==> src/design/pflc_pkg.sv <==
package pflc_pkg;

    // defaults for the top level parameters
    localparam int DEF_NUM_FRAMES    = 4;
    localparam int DEF_PAGE_ELEMENTS = 128;   // power of two
    localparam int DEF_INDEX_BITS    = 24;

    // width of the hit and fault totals
    localparam int CNT_W = 32;

endpackage

==> src/design/pflc_in_if.sv <==
interface pflc_in_if #(
    parameter int INDEX_W = 24
);
    logic               valid;
    logic               ready;
    logic [INDEX_W-1:0] element_index;

    modport source (output valid, output element_index, input ready);
    modport sink   (input valid, input element_index, output ready);
endinterface

==> src/design/pflc_out_if.sv <==
interface pflc_out_if
    import pflc_pkg::*;
#(
    parameter int FRAME_W  = 2,
    parameter int OFFSET_W = 7,
    parameter int PAGE_W   = 17
);
    logic                valid;
    logic                ready;
    logic                out_of_bounds;
    logic                hit;
    logic [FRAME_W-1:0]  frame;
    logic [OFFSET_W-1:0] offset;
    logic                load_needed;
    logic [PAGE_W-1:0]   load_page;
    logic                write_back;
    logic [PAGE_W-1:0]   evicted_page;
    logic [CNT_W-1:0]    hit_count;
    logic [CNT_W-1:0]    fault_count;

    modport source (
        output valid, output out_of_bounds, output hit, output frame, output offset,
        output load_needed, output load_page, output write_back, output evicted_page,
        output hit_count, output fault_count,
        input  ready
    );
    modport sink (
        input  valid, input out_of_bounds, input hit, input frame, input offset,
        input  load_needed, input load_page, input write_back, input evicted_page,
        input  hit_count, input fault_count,
        output ready
    );
endinterface

==> src/design/pflc_cell.sv <==
module pflc_cell #(
    parameter int NUM_FRAMES = 4,
    parameter int PAGE_W     = 17,
    parameter int CELL_IDX   = 0,
    localparam int FRAME_W   = $clog2(NUM_FRAMES)
) (
    input  logic i_clk,
    input  logic i_rst_n,
    input  logic [3*FRAME_W+PAGE_W+1:0] i_upd,
    input  logic [7*FRAME_W+2*PAGE_W+2:0] i_sweep,
    output logic [7*FRAME_W+2*PAGE_W+2:0] o_sweep
);
    typedef struct packed {
        logic               valid;
        logic               hit;
        logic [FRAME_W-1:0] hit_frame;
        logic [FRAME_W-1:0] hit_rank;
        logic               empty;
        logic [FRAME_W-1:0] empty_frame;
        logic [FRAME_W-1:0] empty_rank;
        logic [FRAME_W-1:0] lru_frame;
        logic [FRAME_W-1:0] lru_rank;
        logic [PAGE_W-1:0]  lru_tag;
        logic [PAGE_W-1:0]  page;
        logic [FRAME_W-1:0] spare;
    } t_sweep;

    typedef struct packed {
        logic               en;
        logic               fill;
        logic [FRAME_W-1:0] frame;
        logic [FRAME_W-1:0] rank;
        logic [FRAME_W-1:0] spare;
        logic [PAGE_W-1:0]  page;
    } t_upd;

    localparam logic [FRAME_W-1:0] MY_FRAME = FRAME_W'(CELL_IDX);
    localparam logic [FRAME_W-1:0] LRU_RANK = FRAME_W'(NUM_FRAMES - 1);

    t_sweep w_in, n_out, r_out;
    t_upd   w_upd;

    logic [PAGE_W-1:0]  r_tag;
    logic               r_valid;
    logic [FRAME_W-1:0] r_rank;

    assign w_in    = t_sweep'(i_sweep);
    assign w_upd   = t_upd'(i_upd);
    assign o_sweep = r_out;

    // merge this frame into the beat coming from the left
    always_comb begin
        n_out = w_in;
        if (!w_in.hit && r_valid && (r_tag == w_in.page)) begin
            n_out.hit       = 1'b1;
            n_out.hit_frame = MY_FRAME;
            n_out.hit_rank  = r_rank;
        end
        if (!w_in.empty && !r_valid) begin
            n_out.empty       = 1'b1;
            n_out.empty_frame = MY_FRAME;
            n_out.empty_rank  = r_rank;
        end
        if (r_rank == LRU_RANK) begin
            n_out.lru_frame = MY_FRAME;
            n_out.lru_rank  = r_rank;
            n_out.lru_tag   = r_tag;
        end
    end

    always_ff @(posedge i_clk) begin
        if (!i_rst_n) begin
            r_out.valid <= 1'b0;
            r_valid     <= 1'b0;
            r_rank      <= MY_FRAME;
        end else begin
            r_out.valid <= w_in.valid;
            if (w_upd.en) begin
                if (w_upd.frame == MY_FRAME) begin
                    r_rank <= '0;
                    if (w_upd.fill) begin
                        r_valid <= 1'b1;
                    end
                end else if (r_rank < w_upd.rank) begin
                    r_rank <= r_rank + 1'b1;
                end
            end
        end
        // payload, no reset needed
        if (w_in.valid) begin
            r_out.hit         <= n_out.hit;
            r_out.hit_frame   <= n_out.hit_frame;
            r_out.hit_rank    <= n_out.hit_rank;
            r_out.empty       <= n_out.empty;
            r_out.empty_frame <= n_out.empty_frame;
            r_out.empty_rank  <= n_out.empty_rank;
            r_out.lru_frame   <= n_out.lru_frame;
            r_out.lru_rank    <= n_out.lru_rank;
            r_out.lru_tag     <= n_out.lru_tag;
            r_out.page        <= n_out.page;
            r_out.spare       <= n_out.spare;
        end
        if (w_upd.en && w_upd.fill && (w_upd.frame == MY_FRAME)) begin
            r_tag <= w_upd.page;
        end
    end

endmodule

==> src/design/page_frame_lru_cache.sv <==
// path: an out-of-bounds beat goes from acceptance to S_RESULT and then to the
// output register; an in-bounds beat first ripples its lookup beat down the
// chain, one frame cell per cycle, in S_SCAN, before S_RESULT
// flow: a new beat is taken only in S_IDLE, once the last result is registered;
// a stall at the output holds the block in S_RESULT
// reset: synchronous active-low; frames empty, ranks equal frame numbers,
// totals and element count zero, so all accesses are out of bounds until written
module page_frame_lru_cache
    import pflc_pkg::*;
#(
    parameter int NUM_FRAMES    = DEF_NUM_FRAMES,
    parameter int PAGE_ELEMENTS = DEF_PAGE_ELEMENTS,
    parameter int INDEX_BITS    = DEF_INDEX_BITS
) (
    input  logic                i_clk,
    input  logic                i_rst_n,
    input  logic                i_cfg_we,
    input  logic [INDEX_BITS:0] i_cfg_data,
    pflc_in_if.sink             i_in,
    pflc_out_if.source          o_out
);
    localparam int FRAME_W  = $clog2(NUM_FRAMES);
    localparam int OFFSET_W = $clog2(PAGE_ELEMENTS);
    localparam int PAGE_W   = INDEX_BITS - OFFSET_W;
    localparam int SWEEP_W  = 7*FRAME_W + 2*PAGE_W + 3;
    localparam logic [FRAME_W-1:0] LRU_RANK = FRAME_W'(NUM_FRAMES - 1);
    localparam logic [CNT_W-1:0]   CNT_MAX  = '1;

    // lookup beat that travels down the cell chain
    typedef struct packed {
        logic               valid;
        logic               hit;
        logic [FRAME_W-1:0] hit_frame;
        logic [FRAME_W-1:0] hit_rank;
        logic               empty;
        logic [FRAME_W-1:0] empty_frame;
        logic [FRAME_W-1:0] empty_rank;
        logic [FRAME_W-1:0] lru_frame;
        logic [FRAME_W-1:0] lru_rank;
        logic [PAGE_W-1:0]  lru_tag;
        logic [PAGE_W-1:0]  page;
        logic [FRAME_W-1:0] spare;
    } t_sweep;

    // state update broadcast to every cell at the end of an in-bounds access
    typedef struct packed {
        logic               en;
        logic               fill;
        logic [FRAME_W-1:0] frame;
        logic [FRAME_W-1:0] rank;
        logic [FRAME_W-1:0] spare;
        logic [PAGE_W-1:0]  page;
    } t_upd;

    typedef enum logic [1:0] {
        S_IDLE,
        S_SCAN,
        S_RESULT
    } t_state;

    t_state r_state;

    logic [INDEX_BITS:0]  r_count;
    logic                 r_oob;
    logic [OFFSET_W-1:0]  r_offset;
    logic [CNT_W-1:0]     r_hits;
    logic [CNT_W-1:0]     r_faults;

    // output register
    logic                 r_o_valid;
    logic                 r_o_oob;
    logic                 r_o_hit;
    logic [FRAME_W-1:0]   r_o_frame;
    logic [OFFSET_W-1:0]  r_o_offset;
    logic                 r_o_load;
    logic [PAGE_W-1:0]    r_o_load_page;
    logic                 r_o_wb;
    logic [PAGE_W-1:0]    r_o_evicted;

    logic [SWEEP_W-1:0]   w_chain [NUM_FRAMES+1];
    t_sweep               w_head;
    t_sweep               w_tail;
    t_upd                 w_upd;

    logic                 w_accept;
    logic                 w_in_oob;
    logic                 w_out_free;
    logic                 w_finish;

    // result selection for an in-bounds access
    logic                 n_hit;
    logic [FRAME_W-1:0]   n_frame;
    logic [FRAME_W-1:0]   n_rank;
    logic                 n_wb;
    logic [CNT_W-1:0]     n_hits;
    logic [CNT_W-1:0]     n_faults;

    assign i_in.ready = (r_state == S_IDLE);
    assign w_accept   = i_in.valid && i_in.ready;
    assign w_in_oob   = ({1'b0, i_in.element_index} >= r_count);
    assign w_out_free = !r_o_valid || o_out.ready;
    assign w_finish   = (r_state == S_RESULT) && w_out_free;

    // inject the lookup beat into the head of the chain on acceptance of an in-bounds access
    always_comb begin
        w_head       = '0;
        w_head.valid = w_accept && !w_in_oob;
        w_head.page  = i_in.element_index[INDEX_BITS-1:OFFSET_W];
    end

    assign w_chain[0] = w_head;
    assign w_tail     = t_sweep'(w_chain[NUM_FRAMES]);

    // one cell per frame: tag, valid bit and recency rank
    for (genvar g = 0; g < NUM_FRAMES; g++) begin : g_cell
        pflc_cell #(
            .NUM_FRAMES (NUM_FRAMES),
            .PAGE_W     (PAGE_W),
            .CELL_IDX   (g)
        ) u_cell (
            .i_clk   (i_clk),
            .i_rst_n (i_rst_n),
            .i_upd   (w_upd),
            .i_sweep (w_chain[g]),
            .o_sweep (w_chain[g+1])
        );
    end

    // hit wins, then the lowest empty frame, else evict the lru frame; also the saturating totals
    always_comb begin
        n_hit = w_tail.hit;
        n_wb  = 1'b0;
        priority if (w_tail.hit) begin
            n_frame = w_tail.hit_frame;
            n_rank  = w_tail.hit_rank;
        end else if (w_tail.empty) begin
            n_frame = w_tail.empty_frame;
            n_rank  = w_tail.empty_rank;
        end else begin
            n_frame = w_tail.lru_frame;
            n_rank  = LRU_RANK;
            n_wb    = 1'b1;
        end
        n_hits   = r_hits;
        n_faults = r_faults;
        if (!r_oob) begin
            if (n_hit) begin
                n_hits = (r_hits == CNT_MAX) ? r_hits : r_hits + 1'b1;
            end else begin
                n_faults = (r_faults == CNT_MAX) ? r_faults : r_faults + 1'b1;
            end
        end
    end

    // every in-bounds access makes its frame most recent; a fault also fills it
    always_comb begin
        w_upd       = '0;
        w_upd.en    = w_finish && !r_oob;
        w_upd.fill  = !n_hit;
        w_upd.frame = n_frame;
        w_upd.rank  = n_rank;
        w_upd.page  = w_tail.page;
    end

    always_ff @(posedge i_clk) begin
        if (!i_rst_n) begin
            r_state   <= S_IDLE;
            r_count   <= '0;
            r_hits    <= '0;
            r_faults  <= '0;
            r_o_valid <= 1'b0;
        end else begin
            if (i_cfg_we) begin
                r_count <= i_cfg_data;
            end
            // a new result replaces the one leaving in the same cycle
            if (w_finish) begin
                r_o_valid <= 1'b1;
            end else if (o_out.ready) begin
                r_o_valid <= 1'b0;
            end
            unique case (r_state)
                S_IDLE: begin
                    if (w_accept) begin
                        r_state <= w_in_oob ? S_RESULT : S_SCAN;
                    end
                end
                S_SCAN: begin
                    if (w_tail.valid) begin
                        r_state <= S_RESULT;
                    end
                end
                S_RESULT: begin
                    if (w_out_free) begin
                        r_state   <= S_IDLE;
                        r_hits    <= n_hits;
                        r_faults  <= n_faults;
                    end
                end
                default: begin
                    r_state <= S_IDLE;
                end
            endcase
        end
        // payload, no reset needed
        if (w_accept) begin
            r_oob    <= w_in_oob;
            r_offset <= i_in.element_index[OFFSET_W-1:0];
        end
        if (w_finish) begin
            r_o_oob       <= r_oob;
            r_o_hit       <= !r_oob && n_hit;
            r_o_frame     <= r_oob ? '0 : n_frame;
            r_o_offset    <= r_oob ? '0 : r_offset;
            r_o_load      <= !r_oob && !n_hit;
            r_o_load_page <= (!r_oob && !n_hit) ? w_tail.page : '0;
            r_o_wb        <= !r_oob && !n_hit && n_wb;
            r_o_evicted   <= (!r_oob && !n_hit && n_wb) ? w_tail.lru_tag : '0;
        end
    end

    assign o_out.valid         = r_o_valid;
    assign o_out.out_of_bounds = r_o_oob;
    assign o_out.hit           = r_o_hit;
    assign o_out.frame         = r_o_frame;
    assign o_out.offset        = r_o_offset;
    assign o_out.load_needed   = r_o_load;
    assign o_out.load_page     = r_o_load_page;
    assign o_out.write_back    = r_o_wb;
    assign o_out.evicted_page  = r_o_evicted;
    assign o_out.hit_count     = r_hits;
    assign o_out.fault_count   = r_faults;

endmodule
==> src/flat_wrapper.sv <==
// flat-port wrapper written by rule: the top's interface ports become plain ports
module page_frame_lru_cache_flat import pflc_pkg::*;
#(
    parameter int NUM_FRAMES    = DEF_NUM_FRAMES,
    parameter int PAGE_ELEMENTS = DEF_PAGE_ELEMENTS,
    parameter int INDEX_BITS    = DEF_INDEX_BITS
)
  (i_clk, i_rst_n, i_cfg_we, i_cfg_data, i_in_valid, i_in_element_index, i_in_ready, o_out_valid, o_out_out_of_bounds, o_out_hit, o_out_frame, o_out_offset, o_out_load_needed, o_out_load_page, o_out_write_back, o_out_evicted_page, o_out_hit_count, o_out_fault_count, o_out_ready);
  pflc_in_if i_in_i ();
  pflc_out_if o_out_i ();
  input  logic i_clk;
  input  logic i_rst_n;
  input  logic i_cfg_we;
  input  logic [INDEX_BITS:0] i_cfg_data;
  input wire logic [$bits(i_in_i.valid)-1:0] i_in_valid;
  input wire logic [$bits(i_in_i.element_index)-1:0] i_in_element_index;
  output wire logic [$bits(i_in_i.ready)-1:0] i_in_ready;
  output wire logic [$bits(o_out_i.valid)-1:0] o_out_valid;
  output wire logic [$bits(o_out_i.out_of_bounds)-1:0] o_out_out_of_bounds;
  output wire logic [$bits(o_out_i.hit)-1:0] o_out_hit;
  output wire logic [$bits(o_out_i.frame)-1:0] o_out_frame;
  output wire logic [$bits(o_out_i.offset)-1:0] o_out_offset;
  output wire logic [$bits(o_out_i.load_needed)-1:0] o_out_load_needed;
  output wire logic [$bits(o_out_i.load_page)-1:0] o_out_load_page;
  output wire logic [$bits(o_out_i.write_back)-1:0] o_out_write_back;
  output wire logic [$bits(o_out_i.evicted_page)-1:0] o_out_evicted_page;
  output wire logic [$bits(o_out_i.hit_count)-1:0] o_out_hit_count;
  output wire logic [$bits(o_out_i.fault_count)-1:0] o_out_fault_count;
  input wire logic [$bits(o_out_i.ready)-1:0] o_out_ready;
  assign i_in_i.valid = i_in_valid;
  assign i_in_i.element_index = i_in_element_index;
  assign i_in_ready = i_in_i.ready;
  assign o_out_valid = o_out_i.valid;
  assign o_out_out_of_bounds = o_out_i.out_of_bounds;
  assign o_out_hit = o_out_i.hit;
  assign o_out_frame = o_out_i.frame;
  assign o_out_offset = o_out_i.offset;
  assign o_out_load_needed = o_out_i.load_needed;
  assign o_out_load_page = o_out_i.load_page;
  assign o_out_write_back = o_out_i.write_back;
  assign o_out_evicted_page = o_out_i.evicted_page;
  assign o_out_hit_count = o_out_i.hit_count;
  assign o_out_fault_count = o_out_i.fault_count;
  assign o_out_i.ready = o_out_ready;
  page_frame_lru_cache #(.NUM_FRAMES(NUM_FRAMES), .PAGE_ELEMENTS(PAGE_ELEMENTS), .INDEX_BITS(INDEX_BITS)) u_core (.i_clk(i_clk), .i_rst_n(i_rst_n), .i_cfg_we(i_cfg_we), .i_cfg_data(i_cfg_data), .i_in(i_in_i), .o_out(o_out_i));
endmodule
==> config.mk <==
export PLATFORM = sky130hd
export DESIGN_NAME = page_frame_lru_cache_flat
export DESIGN_NICKNAME = d
export VERILOG_FILES = /design/src/design/pflc_pkg.sv /design/src/design/pflc_in_if.sv /design/src/design/pflc_out_if.sv /design/src/design/pflc_cell.sv /design/src/design/page_frame_lru_cache.sv /design/src/flat_wrapper.sv
export SDC_FILE = /design/constraint.sdc
export NUM_CORES = 1
export LEC_CHECK = 0
export BUFFER_PORTS_ARGS = -buffer_cell sky130_fd_sc_hd__buf_2
export CAP_MARGIN = 15
export CORE_ASPECT_RATIO = 0.75
export CORE_MARGIN = 1
export CORE_UTILIZATION = 30
export CTS_BUF_LIST = sky130_fd_sc_hd__clkbuf_4 sky130_fd_sc_hd__clkbuf_8
export DETAILED_ROUTE_END_ITERATION = 12
export PLACE_DENSITY = 0.55
export SETUP_SLACK_MARGIN = 0.02
export SYNTH_ARGS = -nofsm -noshare
export SYNTH_HDL_FRONTEND = slang
export SYNTH_SLANG_ARGS = --single-unit
==> constraint.sdc <==
create_clock -name i_clk -period 5.6 [get_ports i_clk]
set_clock_uncertainty 0.05 [all_clocks]
set_input_delay 0.84 -clock i_clk [delete_from_list [all_inputs] [get_ports i_clk]]
set_output_delay 0.84 -clock i_clk [all_outputs]
set_load 0.005 [all_outputs]
# Word-level counts from Yosys, hierarchy flattened
# Cells that the tools add are included.
dict set report totals {
  register_bits 416
  latch_bits 0
  ramBits 0
  rom_bits 0
  inputBits 54
  output_inout_bits 113
  elab_cells 187
  mem_count 0
}
dict set report op_classes {
  addsub 6
  mul 0
  n_div 0
  magnitude_cmp 5
  n_eq_ne 18
  n_shift 0
  n_mux 32
  n_bitwise 4
  reduce_logical 54
}
# cell count
set op_table {}
lappend op_table {{equality test 17 bit} 4}
lappend op_table {{adder 32 x 1 -> 32 bit (second input constant)} 2}
lappend op_table {{equality test 32 bit (second input constant)} 2}
lappend op_table {{two-way mux 2 bit} 22}
lappend op_table {{two-way mux 19 bit} 2}
lappend op_table {{greater-or-equal comparator 24 x 25 -> 1 bit} 1}
lappend op_table {{logical AND 1 bit} 22}
lappend op_table {{two-way mux 17 bit} 1}
lappend op_table {{AND reduction 3 bit} 5}
lappend op_table {{equality test 2 bit (second input constant)} 7}
lappend op_table {{zero test 1 bit} 13}
lappend op_table {{two-way mux 5 bit} 2}
lappend op_table {{AND reduction 5 bit} 2}
lappend op_table {{nonzero test 2 bit} 5}
lappend op_table {{adder 2 x 1 -> 2 bit (second input constant)} 4}
lappend op_table {{< comparator 2 bit} 4}
lappend op_table {{AND reduction 2 bit} 4}
lappend op_table {{one-hot mux 2 bit (3 select lines)} 1}
lappend op_table {{equality test 2 x 1 -> 1 bit (second input constant)} 2}
lappend op_table {{zero test 2 bit} 2}
lappend op_table {{two-way mux 1 bit} 4}
lappend op_table {{!= test 2 bit (second input constant)} 2}
lappend op_table {{NOT 1 bit} 4}
lappend op_table {{!= test 2 x 1 -> 1 bit (second input constant)} 1}
lappend op_table {{logical OR 1 bit} 1}

# Logic depth before layout (Yosys ltp)
dict set report depth {
  ltp_word 6
  ltp_mapped 8
  mapped_depth_nobuf 8
}

# Cells and area by module
# Synthesis repeated with hierarchy kept, for this count alone.
dict set report unflattened {
  cells_unflattened 1295
  hier_area_um2 17958.5
}
# module n_inst cells_each area_each_um2 seq_area_each_um2
set modules_own_cells {}
lappend modules_own_cells {page_frame_lru_cache 1 717 7070.5 3493.4}
lappend modules_own_cells {{pflc_cell at u_core.g_cell[0].u_cell ...} 2 144 2722.6 2092.0}
lappend modules_own_cells {{pflc_cell at u_core.g_cell[1].u_cell} 1 145 2723.9 2092.0}
lappend modules_own_cells {{pflc_cell at u_core.g_cell[3].u_cell} 1 145 2718.9 2092.0}

# Worst setup path before layout
# OpenSTA, ideal clock, no wires.
dict set report synth_path {
  path_kind {in2reg}
  startpoint {input port i_in_element_index[22]}
  endpoint {register u_core.g_cell[0].u_cell.r_out (netlist bit u_core.g_cell[0].u_cell.o_sweep[10]) (enable)}
  setup_time_ns 0.442
  arrival_time_ns 3.734
  required_time_ns 5.108
  setup_slack_ns 1.374
  stages 7
  cell_sequence {ha_1 a211oi_1 o32ai_1 nor2_1 nand2_1 or2_2 nor2b_1}
}
dict set report synth_via {
  elab_chain_cells 3
}
# item line_no
set synth_lines {}
lappend synth_lines {{start, declared} flat_wrapper.sv:16} ;# input wire logic [$bits(i_in_i.element_index)-1:0] i_in_element_index;
lappend synth_lines {{greater-or-equal comparator 24 x 25 -> 1 bit} page_frame_lru_cache.sv:100} ;# assign w_in_oob = ({1'b0, i_in.element_index} >= r_count);
lappend synth_lines {{net u_core.w_in_oob} page_frame_lru_cache.sv:86} ;# logic w_in_oob;
lappend synth_lines {{zero test 1 bit} page_frame_lru_cache.sv:107} ;# w_head.valid = w_accept && !w_in_oob;
lappend synth_lines {{logical AND 1 bit} page_frame_lru_cache.sv:107}
lappend synth_lines {{net u_core.g_cell[0].u_cell.i_sweep[50]} pflc_cell.sv:10} ;# input logic [7*FRAME_W+2*PAGE_W+2:0] i_sweep,
lappend synth_lines {{end, declared} pflc_cell.sv:40} ;# t_sweep w_in, n_out, r_out;
# The timed path passes the listed nets, and every way through them passes these cells.
# A chain may end at the register's enable or synchronous reset.

# Worst setup path after layout
dict set report layout_path {
  startpoint {register u_core.g_cell[3].u_cell.r_out (netlist bit u_core.g_cell[3].u_cell.o_sweep[49])}
  endpoint {register u_core.r_faults[30] (netlist: u_core.o_out.fault_count[30])}
}
dict set report layout_via {
  elab_chain_cells 2
}
# item line_no
set layout_lines {}
lappend layout_lines {{start, declared} pflc_cell.sv:40}
lappend layout_lines {{NOT 1 bit (no line)} n/a}
lappend layout_lines {{AND reduction 5 bit (no line)} n/a}
lappend layout_lines {{end signal, assigned} page_frame_lru_cache.sv:197} ;# r_faults <= n_faults;
lappend layout_lines {{end, declared} page_frame_lru_cache.sv:67} ;# logic [CNT_W-1:0] r_faults;
# No other way between the ends.

==> impl_summary.txt <==
----------------------------------------------------
[Worst hold path]
  Worst Hold Depth ... 1
  Endpoint of the worst hold-timing path ... u_core.r_offset[6]$_DFFE_PP_
  Min-Delay Path Class ... in -> reg
  HP Start ... i_in_element_index[6]

[Timing]
  Setup tns final ... 0 ns
  Maximum achievable frequency ... 349 MHz
  Slew Limit Fails ... 0
  Hold Fails Final Rpt ... 0
  Number of setup violations in the final report ... 0
  Period Utilization, post-route ... 51.1%
  Crit path time final ... 2.86 ns
  Post-layout worst setup margin ... 2.74 ns
  Transition at the pin with the smallest max-transition slack ... 1.16 ns
  Max transition margin ... 22.4%
  Unrepaired setup endpoints after global routing ... no

[Pwr]
  Leakage power total ... 0.00720 uW
  PwrDens ... 332 nW/um^2
  NetSw ... 1510 uW
  Switching part of the total ... 22.9%
  Combinational power share ... 5.0%
  Worst IR Drop VDD ... 0.150 mV
  Part of the power in the clock network ... 43.2%
  Cell internal power dissipation ... 5090 uW
  Part of the power in registers ... 51.8%

[Global routing]
  Antenna violations before repair ... 1
  Met3 layer usage reported by global route ... 3.36%
  Most crowded layer after global routing ... met1
  Number of global-route vias before repair ... 10100
  Wire length of the first global-routing pass ... 61200 um
  Global-route track usage on met2 ... 20.1%
  Global-route met1 utilization ... 21.3%
  Total gr overflow ... 0
  Pin count of the biggest net entering global routing ... 48
  Total global-route track usage ... 14.3%

[Floorplanning]
  Total Die Area ... 56300 um^2
  Area of the core region ... 54500 um^2
  Chip height ... 206 um
  Boundary Pins ... 167
  Starting density of the core ... 30.5%
  Num rows ... 74
  Width of the chip ... 274 um

[Cells and area]
  Area growth from synthesis to layout ... 19.6%
  Layout net count ... 1533
  Finished Core Util ... 36.5%
  Share of final-layout standard cells stronger than drive strength 1 ... 25.6%

[Critical path]
  Worst reg2reg path endpoint ... u_core.o_out.fault_count[30]$_SDFFE_PN0P_
  Ordered list of cells on the worst path ... nor2_8, nand3_4, or4_4, nor3_1, nand4_1, mux2i_1
  Data required time of the critical path ... 6.04 ns
  Worst reg2reg path depth ... 6
  Register-to-Register Setup Slack ... 2.74 ns
  Critical-path cell with the highest stage delay ... or4_4
  Slowest cell delay on critical path ... 0.63 ns
  Type of destination of the critical path ... flip-flop
  Arrival time of the worst setup path ... 3.30 ns
  Type of the worst setup path ... reg -> reg
  Startpoint of the lowest-slack register-to-register path ... u_core.g_cell[3].u_cell.o_sweep[49]$_SDFFCE_PP1P_
  Critical path peak fanout ... 19
  Kind of start point of the critical path ... flip-flop

[Synthesis]
  Most used flip-flop cell after synthesis ... edfxtp_1
  EDFF count, synth ... 298
  Synth Warn # ... 0
  Sequential area share after synthesis ... 66.9%
  Async S/R FF share, synth ... 0%
  Net Count, Synth ... 1311
  Flops & latches, synth ... 406
  Mean post-synth cell area ... 13.6 um^2
  Gate Count Post-Synth ... 1223
  Distinct cell type count of the synthesized netlist ... 54
  Synthesized area ... 16600 um^2

[Placement]
  Detailed placement HPWL ... 28800 um
  Port bufs ... 166
  Final weighted congestion in routability-driven placement ... 0.807
  DP Worst Slack ... 1.89 ns

[Drt]
  Antenna violation net count after detailed routing ... 0
  Number of design-rule violations left by the first detailed-router iteration ... 741
  Vias ... 10200
  Initial DRT Pass Iterations ... 5
  Drt via density ... 4.60
  Remaining design rule violation count ... 0
  Sum of routed wire length over all layers ... 40300 um
  DR WL/cell ... 18.1 um

[Clocking]
  Number of levels in the clock H-tree ... 3
  Postcts setup bufs ... 0
  Clock tree from TritonCTS ... built
  Total clock sinks ... 406
  CTS Hold Buffers Added ... 0
  Clock buffer depth ... 3
  Cell at the root of the clock tree ... clkbuf_8
  Worst-path clk slew ... 0.06 ns
  Total CTS buffers ... 72
  Count of cells resized by post-cts repair ... 0
  Skew-Pair Late Insertion Delay ... 0.61 ns

[Outcome]
  Result of the run ... completed

[Job]
  Max-capacitance violation count ... 0

----------------------------------------------------
-- registers in the layout (all words and copies together) (netlist names), 2 cells and up --
register	flops
u_core.r_count	25
u_core.o_out.offset	7
u_core.g_cell.u_cell.o_sweep	179
u_core.o_out.load_page	17
u_core.o_out.frame	2
u_core.r_offset	7
u_core.g_cell.u_cell.r_tag	68
u_core.o_out.evicted_page	17
u_core.o_out.fault_count	32
u_core.g_cell.u_cell.r_valid	4
u_core.g_cell.u_cell.r_rank	8
u_core.r_state	2
u_core.o_out.hit_count	32
-- metrics by stage --
step | total power (uW) | area (um^2) | std cells | hold WS, ns
after CTS | 6690 | 19800 | 2225 | 0.319
after global routing | 6860 | 19900 | 2228 | 0.319
final | 6600 | 19900 | 2228 | 0.380
after global placement | 3810 | 18300 | 2091 | 0.406
after floorplan | 3650 | 16600 | 1223 | 0.397
after detailed placement | 3810 | 18300 | 2091 | 0.408
-- final cells by class --
| type | count | area (um^2) |
|---|---|---|
| Tap cell | 722 | 903 |
| Fill cell | 5155 | 34700 |
| Sequential cell | 406 | 11100 |
| Clock inverter | 30 | 233 |
| Antenna cell | 1 | 2.50 |
| Clock buffer | 104 | 1270 |
| Timing Repair Buffer | 177 | 938 |
| Inverter | 32 | 120 |
| Multi-Input combinational cell | 756 | 5300 |
-- worst max path at each step --
stage	slack (ns)	end	from	cells after the start
2_1_floorplan	1.37	u_core.g_cell[0].u_cell.o_sweep[10]$_DFFE_PP_	i_in_element_index[22]	7
3_3_place_gp	1.96	u_core.g_cell[0].u_cell.o_sweep[33]$_SDFFCE_PP0P_	i_in_element_index[2]	8
3_5_place_dp	1.89	u_core.g_cell[0].u_cell.o_sweep[33]$_SDFFCE_PP0P_	i_in_element_index[2]	8
4_1_cts	2.49	u_core.g_cell[0].u_cell.o_sweep[33]$_SDFFCE_PP0P_	u_core.r_count[2]$_SDFFE_PN0P_	8
5_1_grt	2.52	u_core.o_out.fault_count[30]$_SDFFE_PN0P_	u_core.g_cell[3].u_cell.o_sweep[49]$_SDFFCE_PP1P_	6
6_report	2.74	u_core.o_out.fault_count[30]$_SDFFE_PN0P_	u_core.g_cell[3].u_cell.o_sweep[49]$_SDFFCE_PP1P_	6
-- power by group through the flow --
stage | clock network, uW | logic, uW | registers, uW
floorplan | 0 | 192 | 3460
global placement | 0 | 325 | 3480
detailed placement | 0 | 330 | 3480
CTS | 2940 | 332 | 3420
global route | 3060 | 369 | 3430
finish | 2850 | 330 | 3420
-- cells in the mapped netlist, types with 8 or more instances --
library cell  number  area [um^2]
o31ai_1            8         60.1
nor3_1            15         75.1
nand4_1           43          269
clkbuf_1          26         97.6
a21oi_1           26          130
nand2_1           65          244
dfxtp_1          108         2160
inv_1             32          120
edfxtp_1         298         8950
and3_1             8         50.1
xnor2_1           40          350
nor4_1            22          138
xor2_1            69          604
o21ai_0           18         90.1
mux2i_1           33          330
nor2b_1           15         93.8
ha_1              34          425
mux2_2            61          687
nand2b_1          28          175
nor2_1           109          409
or3_1             12         75.1
and2_1            59          369
nand3_1           33          165
-- worst max-delay path, delay by kind of cell (launching register included) --
kind             cells  cell delay, ns
DFF                  1            0.61
muxes                1            0.15
and+or+nand+nor      5            1.92
-- kinds of logic after synthesis --
kind of cell	after synthesis	share of synthesized area [%]
AND/OR/NAND/NOR	446	14.5
XOR/XNOR	109	5.75
adder cells (fa/ha/maj)	34	2.56
AO/OA/AOI/OAI	73	2.80
flip-flops	406	66.9
multiplexers	94	6.12
buffers and inverters	61	1.42
-- routing by layer --
layer | routed length (um) | vias up
li1 | - | 4945
met5 | 0 | -
met4 | 954 | 0
met1 | 20300 | 4993
met2 | 17000 | 234
met3 | 1990 | 73
-- layout by cell type (no fill, tap or decap), drive strengths merged, types with 4 or more instances in the layout --
cell / count
inv: 36
or2: 6
o311ai: 4
nor2b: 16
nand2b: 28
nor2: 110
clkbuf: 104
xnor2: 40
a21oi: 26
or3: 13
o21ai: 18
and3: 8
clkinv: 21
nand4: 43
buf: 177
nand3: 34
nand2: 65
mux2i: 33
ha: 34
nand4b: 5
and4: 5
nor3: 16
mux2: 61
dfxtp: 108
xor2: 69
nor4: 24
and2: 59
edfxtp: 298
o31ai: 8
nor3b: 4
or4: 4
No activity file was read; power rests on OpenSTA's default activity.
